File: config.mk
export PLATFORM = sky130hd
export DESIGN_NAME = analog_average_change_detector_top
export DESIGN_NICKNAME = d
export VERILOG_FILES = /design/src/hw/rtl/aacd_pkg.sv /design/src/hw/rtl/aacd_div.sv /design/src/hw/rtl/aacd_dp.sv /design/src/hw/rtl/aacd_ctrl.sv /design/src/hw/rtl/analog_average_change_detector_top.sv
export SDC_FILE = /design/constraint.sdc
export NUM_CORES = 2
export LEC_CHECK = 0
export BUFFER_PORTS_ARGS = -buffer_cell sky130_fd_sc_hd__buf_2
export CORE_ASPECT_RATIO = 0.7
export CORE_MARGIN = 2
export CORE_UTILIZATION = 60
export DETAILED_ROUTE_END_ITERATION = 10
export PLACE_DENSITY_LB_ADDON = 0.08
export SYNTH_ARGS = -nofsm -noshare
export SYNTH_HDL_FRONTEND = slang
export SYNTH_SLANG_ARGS = --single-unit
File: constraint.sdc
create_clock -name clk -period 14.4 [get_ports clk]
set_clock_uncertainty 0.2 [all_clocks]
set_input_delay 1.44 -clock clk [delete_from_list [all_inputs] [get_ports clk]]
set_output_delay 1.44 -clock clk [all_outputs]
set_load 0.005 [all_outputs]
File: src/hw/rtl/aacd_pkg.sv
// ----------------------------------------------------------------------------
// aacd_pkg: shared definitions for the averaging change detector
// Widths, register indexes, controller states and the command/status
// bundles between controller and datapath.
// ----------------------------------------------------------------------------
package aacd_pkg;

  // Sizes
  localparam int MAX_WINDOW = 64;
  localparam int SLOT_W     = $clog2(MAX_WINDOW);
  localparam int WIN_W      = 7;
  localparam int SAMPLE_W   = 10;
  localparam int TOTAL_W    = 16;
  localparam int LEVEL_W    = 16;
  localparam int SPAN_W     = LEVEL_W + 1;
  localparam int PROD_W     = 28;
  localparam int MAG_W      = 26;
  localparam int QUOT_W     = 17;
  localparam int REM_W      = 12;
  localparam int CFG_IDX_W  = 2;
  localparam int CFG_DATA_W = 16;
  localparam int DIV_CNT_W  = $clog2(TOTAL_W + 1);

  localparam logic [WIN_W-1:0]  WIN_MAX    = WIN_W'(MAX_WINDOW);
  localparam logic [REM_W-1:0]  FULL_SCALE = REM_W'(1023);

  // Configuration register indexes
  typedef enum logic [CFG_IDX_W-1:0] {
    REG_WINDOW_SIZE = 2'd0,
    REG_OUT_LOW     = 2'd1,
    REG_OUT_HIGH    = 2'd2
  } cfg_reg_t;

  // Controller states, one-hot
  typedef enum logic [7:0] {
    ST_IDLE  = 8'b0000_0001,
    ST_TOTAL = 8'b0000_0010,
    ST_DIV   = 8'b0000_0100,
    ST_MUL   = 8'b0000_1000,
    ST_RECIP = 8'b0001_0000,
    ST_CORR1 = 8'b0010_0000,
    ST_CORR2 = 8'b0100_0000,
    ST_FIN   = 8'b1000_0000
  } state_t;

  // Controller to datapath
  typedef struct packed {
    logic load_sample;
    logic update_total;
    logic take_quot;
    logic multiply;
    logic recip;
    logic correct;
    logic finish;
  } cmd_t;

  // Datapath to controller
  typedef struct packed {
    logic avg_en;
    logic map_en;
    logic div_done;
    logic emit;
    logic out_full;
  } status_t;

endpackage

File: src/hw/rtl/aacd_div.sv
// ----------------------------------------------------------------------------
// aacd_div: serial restoring divider
// Running total over window size, one quotient bit per cycle.
// ----------------------------------------------------------------------------
module aacd_div (
  input  logic                            clk,
  input  logic                            rst,
  input  logic                            start,
  input  logic [aacd_pkg::TOTAL_W-1:0]    dividend,
  input  logic [aacd_pkg::WIN_W-1:0]      divisor,
  output logic                            busy,
  output logic [aacd_pkg::TOTAL_W-1:0]    quotient
);
  import aacd_pkg::*;

  logic [DIV_CNT_W-1:0] cnt;
  logic [WIN_W-1:0]     rem;
  logic [WIN_W-1:0]     dvsr;
  logic [WIN_W:0]       rem_shift;
  logic                 fits;

  // Trial subtract of the shifted remainder
  assign rem_shift = {rem, quotient[TOTAL_W-1]};
  assign fits      = rem_shift >= {1'b0, dvsr};

  // Control
  always_ff @(posedge clk) begin
    if (rst) begin
      busy <= 1'b0;
      cnt  <= '0;
    end else if (start) begin
      busy <= 1'b1;
      cnt  <= DIV_CNT_W'(TOTAL_W);
    end else if (busy) begin
      cnt <= cnt - 1'b1;
      if (cnt == DIV_CNT_W'(1)) begin
        busy <= 1'b0;
      end
    end
  end

  // Shift/subtract datapath
  always_ff @(posedge clk) begin
    if (start) begin
      quotient <= dividend;
      rem      <= '0;
      dvsr     <= divisor;
    end else if (busy) begin
      if (fits) begin
        rem <= WIN_W'(rem_shift - {1'b0, dvsr});
      end else begin
        rem <= rem_shift[WIN_W-1:0];
      end
      quotient <= {quotient[TOTAL_W-2:0], fits};
    end
  end

endmodule

File: src/hw/rtl/aacd_dp.sv
// ----------------------------------------------------------------------------
// aacd_dp: datapath of the averaging change detector
// Configuration registers, sample ring, running total, divider, linear map
// with divide-by-full-scale, change detect and the result register.
// ----------------------------------------------------------------------------
module aacd_dp (
  input  logic                              clk,
  input  logic                              rst,
  input  logic                              cfg_write,
  input  logic [aacd_pkg::CFG_IDX_W-1:0]    cfg_index,
  input  logic [aacd_pkg::CFG_DATA_W-1:0]   cfg_data,
  input  logic [aacd_pkg::SAMPLE_W-1:0]     adc_sample,
  input  aacd_pkg::cmd_t                    cmd,
  output aacd_pkg::status_t                 status,
  output logic                              result_valid,
  input  logic                              result_stall,
  output logic signed [aacd_pkg::LEVEL_W-1:0] level,
  output logic                              rising
);
  import aacd_pkg::*;

  // Configuration
  logic [WIN_W-1:0]          window_size;
  logic signed [LEVEL_W-1:0] out_low;
  logic signed [LEVEL_W-1:0] out_high;
  logic [WIN_W-1:0]          win_sat;
  logic                      win_write;

  // Ring store and total
  logic [SAMPLE_W-1:0]   store_mem [MAX_WINDOW];
  logic [MAX_WINDOW-1:0] store_vld;
  logic [SAMPLE_W-1:0]   rd_data;
  logic                  rd_vld;
  logic [SLOT_W-1:0]     write_slot;
  logic [WIN_W-1:0]      slot_inc;
  logic [TOTAL_W-1:0]    window_total;
  logic [TOTAL_W-1:0]    total_next;
  logic [SAMPLE_W-1:0]   sample;

  // Working value and divider
  logic [SAMPLE_W-1:0] work;
  logic                div_busy;
  logic [TOTAL_W-1:0]  quot;

  // Mapping
  logic signed [SPAN_W-1:0] span;
  logic signed [PROD_W-1:0] work_ext;
  logic signed [PROD_W-1:0] span_ext;
  logic signed [PROD_W-1:0] prod;
  logic [MAG_W-1:0]         mag;
  logic                     neg;
  logic [MAG_W:0]           mag_sum;
  logic [QUOT_W-1:0]        q0;
  logic [MAG_W:0]           q0_times;
  logic [MAG_W:0]           r_full;
  logic [QUOT_W-1:0]        map_q;
  logic [REM_W-1:0]         map_r;
  logic [QUOT_W:0]          q_signed;
  logic [QUOT_W:0]          map_sum;

  // Change detect
  logic signed [LEVEL_W-1:0] last_level;
  logic signed [LEVEL_W-1:0] level_next;

  // Config write decode, window size saturates at the store depth
  assign win_write = cfg_write && (cfg_index == REG_WINDOW_SIZE);
  assign win_sat   = (cfg_data[WIN_W-1:0] > WIN_MAX) ? WIN_MAX : cfg_data[WIN_W-1:0];

  always_ff @(posedge clk) begin
    if (rst) begin
      window_size <= '0;
      out_low     <= '0;
      out_high    <= '0;
    end else if (cfg_write) begin
      case (cfg_index)
        REG_WINDOW_SIZE: window_size <= win_sat;
        REG_OUT_LOW:     out_low     <= cfg_data;
        REG_OUT_HIGH:    out_high    <= cfg_data;
        default:         ;
      endcase
    end
  end

  // Ring memory: read at accept, write during the total update
  always_ff @(posedge clk) begin
    if (cmd.update_total) begin
      store_mem[write_slot] <= sample;
    end
  end

  always_ff @(posedge clk) begin
    if (cmd.load_sample) begin
      rd_data <= store_mem[write_slot];
      rd_vld  <= store_vld[write_slot];
    end
  end

  // Unwritten entries read as zero
  assign total_next = window_total + TOTAL_W'(sample)
                      - (rd_vld ? TOTAL_W'(rd_data) : TOTAL_W'(0));
  assign slot_inc   = WIN_W'(write_slot) + WIN_W'(1);

  always_ff @(posedge clk) begin
    if (rst || win_write) begin
      store_vld    <= '0;
      window_total <= '0;
      write_slot   <= '0;
    end else if (cmd.update_total) begin
      store_vld[write_slot] <= 1'b1;
      window_total          <= total_next;
      write_slot            <= (slot_inc >= window_size) ? '0 : slot_inc[SLOT_W-1:0];
    end
  end

  // Sample and working value
  always_ff @(posedge clk) begin
    if (cmd.load_sample) begin
      sample <= adc_sample;
      work   <= adc_sample;
    end else if (cmd.take_quot) begin
      work <= quot[SAMPLE_W-1:0];
    end
  end

  aacd_div u_div (
    .clk      (clk),
    .rst      (rst),
    .start    (cmd.update_total),
    .dividend (total_next),
    .divisor  (window_size),
    .busy     (div_busy),
    .quotient (quot)
  );

  // Product of working value and output span
  assign span     = SPAN_W'(out_high) - SPAN_W'(out_low);
  assign work_ext = {{(PROD_W-SAMPLE_W){1'b0}}, work};
  assign span_ext = {{(PROD_W-SPAN_W){span[SPAN_W-1]}}, span};

  always_ff @(posedge clk) begin
    if (cmd.multiply) begin
      prod <= work_ext * span_ext;
    end
  end

  // Divide magnitude by full scale: estimate, then at most two corrections
  assign mag      = prod[PROD_W-1] ? MAG_W'(-prod) : prod[MAG_W-1:0];
  assign mag_sum  = {1'b0, mag} + (MAG_W+1)'(mag[MAG_W-1:10]);
  assign q0       = mag_sum[MAG_W:10];
  assign q0_times = {q0, 10'b0} - (MAG_W+1)'(q0);
  assign r_full   = {1'b0, mag} - q0_times;

  always_ff @(posedge clk) begin
    if (cmd.recip) begin
      neg   <= prod[PROD_W-1];
      map_q <= q0;
      map_r <= r_full[REM_W-1:0];
    end else if (cmd.correct && (map_r >= FULL_SCALE)) begin
      map_q <= map_q + 1'b1;
      map_r <= map_r - FULL_SCALE;
    end
  end

  // Final level, truncated toward zero then offset
  assign q_signed   = neg ? -{1'b0, map_q} : {1'b0, map_q};
  assign map_sum    = q_signed + {{(QUOT_W+1-LEVEL_W){out_low[LEVEL_W-1]}}, out_low};
  assign level_next = status.map_en ? map_sum[LEVEL_W-1:0]
                                    : LEVEL_W'(work);

  always_ff @(posedge clk) begin
    if (rst) begin
      last_level <= '0;
    end else if (cmd.finish) begin
      last_level <= level_next;
    end
  end

  // Result register
  always_ff @(posedge clk) begin
    if (rst) begin
      result_valid <= 1'b0;
    end else if (cmd.finish && status.emit) begin
      result_valid <= 1'b1;
    end else if (!result_stall) begin
      result_valid <= 1'b0;
    end
  end

  always_ff @(posedge clk) begin
    if (cmd.finish && status.emit) begin
      level  <= level_next;
      rising <= level_next > last_level;
    end
  end

  // Status
  assign status.avg_en   = window_size != '0;
  assign status.map_en   = out_high != '0;
  assign status.div_done = !div_busy;
  assign status.emit     = level_next != last_level;
  assign status.out_full = result_valid && result_stall;

endmodule

File: src/hw/rtl/aacd_ctrl.sv
// ----------------------------------------------------------------------------
// aacd_ctrl: sequencing controller
// Steps one sample through total update, division, mapping and change
// detection, then returns to idle.
// ----------------------------------------------------------------------------
module aacd_ctrl (
  input  logic              clk,
  input  logic              rst,
  input  logic              sample_valid,
  output logic              sample_stall,
  input  aacd_pkg::status_t status,
  output aacd_pkg::cmd_t    cmd
);
  import aacd_pkg::*;

  state_t state;
  state_t state_next;

  always_ff @(posedge clk) begin
    if (rst) begin
      state <= ST_IDLE;
    end else begin
      state <= state_next;
    end
  end

  assign sample_stall = state != ST_IDLE;

  // Next state and commands
  always_comb begin
    state_next = state;
    cmd        = '0;
    case (state)
      ST_IDLE: begin
        if (sample_valid) begin
          cmd.load_sample = 1'b1;
          state_next      = status.avg_en ? ST_TOTAL : ST_MUL;
        end
      end
      ST_TOTAL: begin
        cmd.update_total = 1'b1;
        state_next       = ST_DIV;
      end
      ST_DIV: begin
        if (status.div_done) begin
          cmd.take_quot = 1'b1;
          state_next    = ST_MUL;
        end
      end
      ST_MUL: begin
        cmd.multiply = 1'b1;
        state_next   = status.map_en ? ST_RECIP : ST_FIN;
      end
      ST_RECIP: begin
        cmd.recip  = 1'b1;
        state_next = ST_CORR1;
      end
      ST_CORR1: begin
        cmd.correct = 1'b1;
        state_next  = ST_CORR2;
      end
      ST_CORR2: begin
        cmd.correct = 1'b1;
        state_next  = ST_FIN;
      end
      ST_FIN: begin
        // hold while a pending result cannot be replaced
        if (!(status.emit && status.out_full)) begin
          cmd.finish = 1'b1;
          state_next = ST_IDLE;
        end
      end
      default: begin
        state_next = ST_IDLE;
      end
    endcase
  end

endmodule

File: src/hw/rtl/analog_average_change_detector_top.sv
// ----------------------------------------------------------------------------
// analog_average_change_detector_top: moving average with change detect
// Usage: one converter sample per transfer on the sample channel
// (sample_valid/sample_stall). Each sample is averaged over the last
// window_size samples (0 bypasses), optionally mapped linearly onto
// out_low..out_high (out_high of 0 bypasses), and a transfer on the result
// channel (result_valid/result_stall) carries level and rising only when the
// value differs from the previous one.
// With averaging and mapping an item goes from accept through total update,
// the 16-step serial divider, multiply, estimate and corrections to the
// result register; without averaging total update and divider are skipped,
// without mapping estimate and corrections. One item is in work at a time;
// the next sample is taken the cycle after the result register loads.
// Configuration is written through cfg_write/cfg_index/cfg_data while idle;
// writing window_size clears the sample ring and total.
// Reset clears configuration, ring, total and the previous level.
// A stalled result holds; the next sample is still taken, but its own result
// waits in the final step until the pending one has been transferred.
// ----------------------------------------------------------------------------
module analog_average_change_detector_top (
  input  logic                                clk,
  input  logic                                rst,
  input  logic                                cfg_write,
  input  logic [aacd_pkg::CFG_IDX_W-1:0]      cfg_index,
  input  logic [aacd_pkg::CFG_DATA_W-1:0]     cfg_data,
  input  logic                                sample_valid,
  output logic                                sample_stall,
  input  logic [aacd_pkg::SAMPLE_W-1:0]       adc_sample,
  output logic                                result_valid,
  input  logic                                result_stall,
  output logic signed [aacd_pkg::LEVEL_W-1:0] level,
  output logic                                rising
);
  import aacd_pkg::*;

  cmd_t    cmd;
  status_t status;

  aacd_ctrl u_ctrl (
    .clk          (clk),
    .rst          (rst),
    .sample_valid (sample_valid),
    .sample_stall (sample_stall),
    .status       (status),
    .cmd          (cmd)
  );

  aacd_dp u_dp (
    .clk          (clk),
    .rst          (rst),
    .cfg_write    (cfg_write),
    .cfg_index    (cfg_index),
    .cfg_data     (cfg_data),
    .adc_sample   (adc_sample),
    .cmd          (cmd),
    .status       (status),
    .result_valid (result_valid),
    .result_stall (result_stall),
    .level        (level),
    .rising       (rising)
  );

endmodule
Word-level counts from Yosys, hierarchy flattened
Memories as Yosys holds them, arrays and structs flattened. A register that Yosys moved wholly into a read port is not among the register bits.
Index checks and enable logic that the tools add are counted.
{"block": "totals", "in_bits": 33, "elab_cells": 128, "n_memories": 1, "ram_bits": 640, "rom_bits": 0, "output_inout_bits": 19, "latchBits": 0, "register_bits": 282}
{"name": "u_dp.store_mem", "words": 64, "word_bits": 10, "rd": 1, "rd_clocked_by_memory_dff": 1, "write_ports": 1, "line_no": "aacd_dp.sv:30", "text": "logic [SAMPLE_W-1:0] store_mem [MAX_WINDOW];"}
{"block": "op_classes", "reduce_logical": 19, "n_mux": 44, "n_lt_le_gt_ge": 7, "n_bitwise": 1, "shift": 0, "n_mul": 1, "eq_ne": 17, "add_sub_neg": 14, "n_div": 0}
{"op": "$mux 16", "count": 4}
{"op": "$or 64x64->64", "count": 1}
{"op": "$pmux 8 s8", "count": 1}
{"op": "$mux 17", "count": 2}
{"op": "$mux 8", "count": 4}
{"op": "$mux 10", "count": 3}
{"op": "$mul 11x17->28", "count": 1}
{"op": "$add 26x16->27", "count": 1}
{"op": "$mux 26", "count": 1}
{"op": "$neg 26->26", "count": 1}
{"op": "$mux 12", "count": 2}
{"op": "$sub 12x12->12", "count": 2}
{"op": "$mux 1", "count": 19}
{"op": "$add 17x1->17 const B", "count": 1}
{"op": "$sub 16x16->17", "count": 1}
{"op": "$add 16x10->16", "count": 1}
{"op": "$add 16x16->16", "count": 1}
{"op": "$gt 16x16->1", "count": 1}
{"op": "$ne 16x16->1", "count": 1}
{"op": "$neg 16->16", "count": 1}
{"op": "$reduce_bool 16->1", "count": 1}
{"op": "$sub 16x16->16", "count": 1}
{"op": "$mux 7", "count": 2}
{"op": "$ge 12x10->1 const B", "count": 1}
{"op": "36 further kinds", "count": 49}

Logic depth before layout (Yosys ltp)
{"block": "logic_depth", "ltp_word": 10, "mapped_depth": 33, "ltp_nobuf": 32}

Modules after synthesis
A second synthesis with hierarchy kept.
{"block": "hier_totals", "cells_unflattened": 3803, "hier_area_um2": 46355.7}
{"module": "aacd_dp", "instances": 1, "seq_area_each_um2": 25184.2, "area_per_inst_um2": 43980.9, "cells_per_inst": 3580}
{"module": "aacd_div", "instances": 1, "seq_area_each_um2": 950.9, "area_per_inst_um2": 1856.8, "cells_per_inst": 162}
{"module": "aacd_ctrl", "instances": 1, "seq_area_each_um2": 160.2, "area_per_inst_um2": 518.0, "cells_per_inst": 61}

Worst setup path before layout
No wires, ideal clock.
{"block": "synth_timing", "kind": "flip-flop to flip-flop", "startpoint": "register u_dp.out_high[0]", "endpoint": "register u_dp.prod[27] (data pin)", "n_path_buf": 0, "synth_period_minus_slack_ns": 7.606, "path_slack_ns": 6.794, "path_stages_with_launch": 31, "t_arrival_ns": 7.149, "required_ns": 13.942, "setup_time_ns": 0.258, "cell_sequence": "dfxtp_1 -> inv_1 -> ha_1 -> fa_1 -> nor2b_1 -> o21ai_0 -> a21boi_0 -> o21ai_0 -> a21o_1 -> a21o_1 -> nor3b_1 -> xnor2_1 -> nand2_1 -> fa_1 -> inv_1 -> fa_1 -> fa_1 -> fa_1 -> inv_1 -> fa_1 -> inv_1 -> ha_1 -> and3_1 -> and3_1 -> nand3_1 -> nor2_1 -> a21o_1 -> o41ai_1 -> o21ai_0 -> o41a_1 -> xnor2_1"}
{"block": "synth_via", "elab_chain_cells": 2}
{"item": "start, declared", "line_no": "aacd_dp.sv:25", "text": "logic signed [LEVEL_W-1:0] out_high;"}
{"item": "start signal, assigned", "line_no": "aacd_dp.sv:78", "text": "REG_OUT_HIGH: out_high <= cfg_data;"}
{"item": "$sub 16x16->17", "line_no": "aacd_dp.sv:136", "text": "assign span = SPAN_W'(out_high) - SPAN_W'(out_low);"}
{"item": "$mul 11x17->28", "line_no": "aacd_dp.sv:142", "text": "prod <= work_ext * span_ext;"}
{"item": "end signal, assigned", "line_no": "aacd_dp.sv:142"}
{"item": "end, declared", "line_no": "aacd_dp.sv:49", "text": "logic signed [PROD_W-1:0] prod;"}
No other way between the ends.
A chain may end at the register's enable or synchronous reset.

Worst setup path in the final report
{"block": "layout_timing", "startpoint": "register u_dp.out_high[0]", "endpoint": "register u_dp.prod[24] (data pin)"}
Same word-level chain as after synthesis.

==> summary.txt <==
Placement
  – Port bufs: 51
  – Post-DP HPWL: 80600 um
  – Placed cell count: 4789
  – GP Congestion: 0.902

Die
  – Die Wd: 336 um
  – Initial Util: 60.4%
  – Total die area: 79400 sq um
  – Die Y-Extent: 236 um
  – FP Rows: 85
  – Top Ports: 52
  – CORE AREA: 76600 sq um

Synth
  – Top cells by area, synth: edfxtp_1, fa_1, dfxtp_1
  – Synth cell types: 74
  – Most common cell in the netlist: edfxtp_1
  – Top cells by count, synth: edfxtp_1, inv_1, nand2_1
  – Post-synth EDFFs: 767
  – Post-synth top area cell: edfxtp_1
  – Post-synthesis sequential area ratio: 56.8%
  – #FFs+latches synth: 930
  – Synth warn: 0
  – Synthesized area: 46300 sq um
  – Mapped Cells: 3859
  – FFs w/ async S/R, synth: 0%
  – Mean area per synthesized cell: 12.0 sq um
  – Most used flip-flop cell after synthesis: edfxtp_1
  – Synthesized net count: 4239
  – Synth top area share: 49.8%

Drt
  – Wire length per cell: 24.9 um
  – First drt pass iteration count: 6
  – # DRC: 0
  – DRT antenna net count: 0
  – DRT Wirelength: 123000 um
  – Via density: 6.36
  – Via count: 31500
  – DRT iter0 DRCs: 3800

Finish
  – Finished Layout Cells: 4953
  – Nets@finish: 4258
  – Share of layout cells above drive strength 1: 7.01%
  – Synthesis-to-layout area growth: 9.13%

Pwr
  – Max VDD drop: 1.23 mV
  – PwrDens: 273 nW/um^2
  – P_leak: 18.4 nW

Global route
  – First-pass GRT wire length: 187000 um
  – Largest net degree at the start of global routing: 90
  – Total gr overflow: 0
  – Total track usage: 31.3%
  – Vias in the first global route: 30800
  – Initial antenna violation count: 2

STA
  – Min Tclk post-route: 8.88 ns
  – Final setup vio count: 0
  – Setup TNS: 0 ns
  – Slew HR: 4.97%
  – Unrepaired setup endpoints after global routing: false
  – Final hold vios: 0
  – Fmax: 0.113 GHz
  – Slew Viols, Final: 0
  – Actual slew at the worst max-slew pin: 1.41 ns
  – Final Cycle Share: 61.7%

Critical path
  – Slowest-stage cell, CP: xnor2_1
  – CP bufs+invs: 4
  – CP Class: flop to flop
  – Startpoint types: flop
  – CP max stage delay: 0.89 ns
  – Crit Path Max Fanout: 10
  – Worst Path Required: 14.57 ns
  – Worst path most repeated cell: fa_1
  – Critical path's top delay family: adder cells
  – Worst path arrival time: 9.05 ns
  – Kind of end point of the critical path: flop

Clock tree
  – Clk sinks: 930
  – H-tree Lvls: 3
  – Total CTS buffers: 87
  – Reg clk slew, reported paths: 0.06 ns
  – CTS root buf: clkbuf_16
  – Clock Path Buffers: 3
  – TritonCTS clock tree: built
  – Worst skew pair latency: 0.68 ns
  – Cts hold-fix bufs: 0
  – Post-CTS setup repair buffer count: 0
  – CTS resizes: 0

Min path
  – Hold/Removal Path Class: flop to flop

Status
  – Outcome: completed

Job
  – Max_cap viols: 0
[registers in the layout, summed over array words and instances (netlist names), 5 cells and up]
register	count
u_dp.map_q	16
u_dp.u_div.quotient	16
u_dp.write_slot	6
u_dp.map_r	12
u_dp.prod	27
u_dp.out_high	16
u_dp.work	10
u_dp.u_div.cnt	5
u_dp.out_low	16
u_dp.sample	10
u_ctrl.state	8
u_dp.u_div.dvsr	7
u_dp.window_total	16
u_dp.u_div.rem	7
u_dp.store_vld	64
u_dp.window_size	7
u_dp.level	16
u_dp.store_mem	640
u_dp.rd_data	10
u_dp.last_level	16
[final timing paths]
check / from / end / slack (ns) / cells after the start
min reg2reg: u_dp.last_level[15]$_SDFFE_PP0P_ / u_dp.last_level[15]$_SDFFE_PP0P_ / 0.26 / 2
max: u_dp.out_high[0]$_SDFFE_PP0P_ / u_dp.prod[24]$_DFFE_PN_ / 5.52 / 29
max reg2reg: u_dp.out_high[0]$_SDFFE_PP0P_ / u_dp.prod[24]$_DFFE_PN_ / 5.52 / 29
min: u_dp.last_level[15]$_SDFFE_PP0P_ / u_dp.last_level[15]$_SDFFE_PP0P_ / 0.26 / 2
[worst min-delay path, cell delays in order (launching register included)]
cell	delay, ns
dfxtp_1	0.31
nand2_1	0.05
a21oi_1	0.05
[cell families after synthesis]
kind of cell	Yosys count	synth area share [%]
xor+xnor	164	3.15
compound gates	853	13.0
buf+inv	536	4.35
fa+ha+maj	347	12.1
mux	11	0.246
simple gates	1018	10.4
flops	930	56.8
[per-layer routing]
metal | up-vias | track usage (%) | routed length [um] | share of wire [%]
li1 | 14000 | - | - | -
met5 | - | 0 | 10 | 0.0081
met4 | 2 | 6.60 | 1930 | 1.6
met3 | 141 | 8.33 | 14700 | 12
met2 | 1544 | 43.6 | 51200 | 42
met1 | 15800 | 49.3 | 55300 | 45
[per-stage QoR]
step                util, %  hold slack, ns  setup slack, ns  power (mW)  area, sq um
finish                 65.9           0.257             5.52        13.8        50500
global route           65.9           0.267             5.13        15.0        50500
CTS                    65.9           0.257             5.54        13.8        50500
detailed placement     62.2           0.248             5.60        11.5        47600
global placement       62.2           0.240             5.82        11.2        47600
floorplan                 -           0.224             6.79        9.61        46300
[cell usage in the layout, fill, tap and decap left out, types with 83 or more instances in the layout]
master,n
edfxtp_1,767
inv_1,357
nand2_1,340
nor2_1,275
a22oi_1,194
ha_1,182
fa_1,165
dfxtp_1,163
a21oi_1,150
xnor2_1,114
a31oi_1,91
clkbuf_16,90
a221oi_1,85
a22o_1,83
[power by group]
part | total [mW] | leakage [nW] | internal (mW) | switching, mW
Combinational | 7.99 | 8.76 | 3.37 | 4.62
Sequential | 3.46 | 8.22 | 3.34 | 0.127
Clock | 2.31 | 1.40 | 1.30 | 1.02
[area by class of cell]
type	count	area (sq um)
well taps	1000	1250
multi-input cells	2393	18000
clock buffers	114	2440
repair buffers	108	696
flip-flops and latches	930	26300
clock inverters	49	442
fillers	5675	26100
diodes	1	2.50
inverters	358	1340
Note: power is estimated with default switching activity, not from simulation.
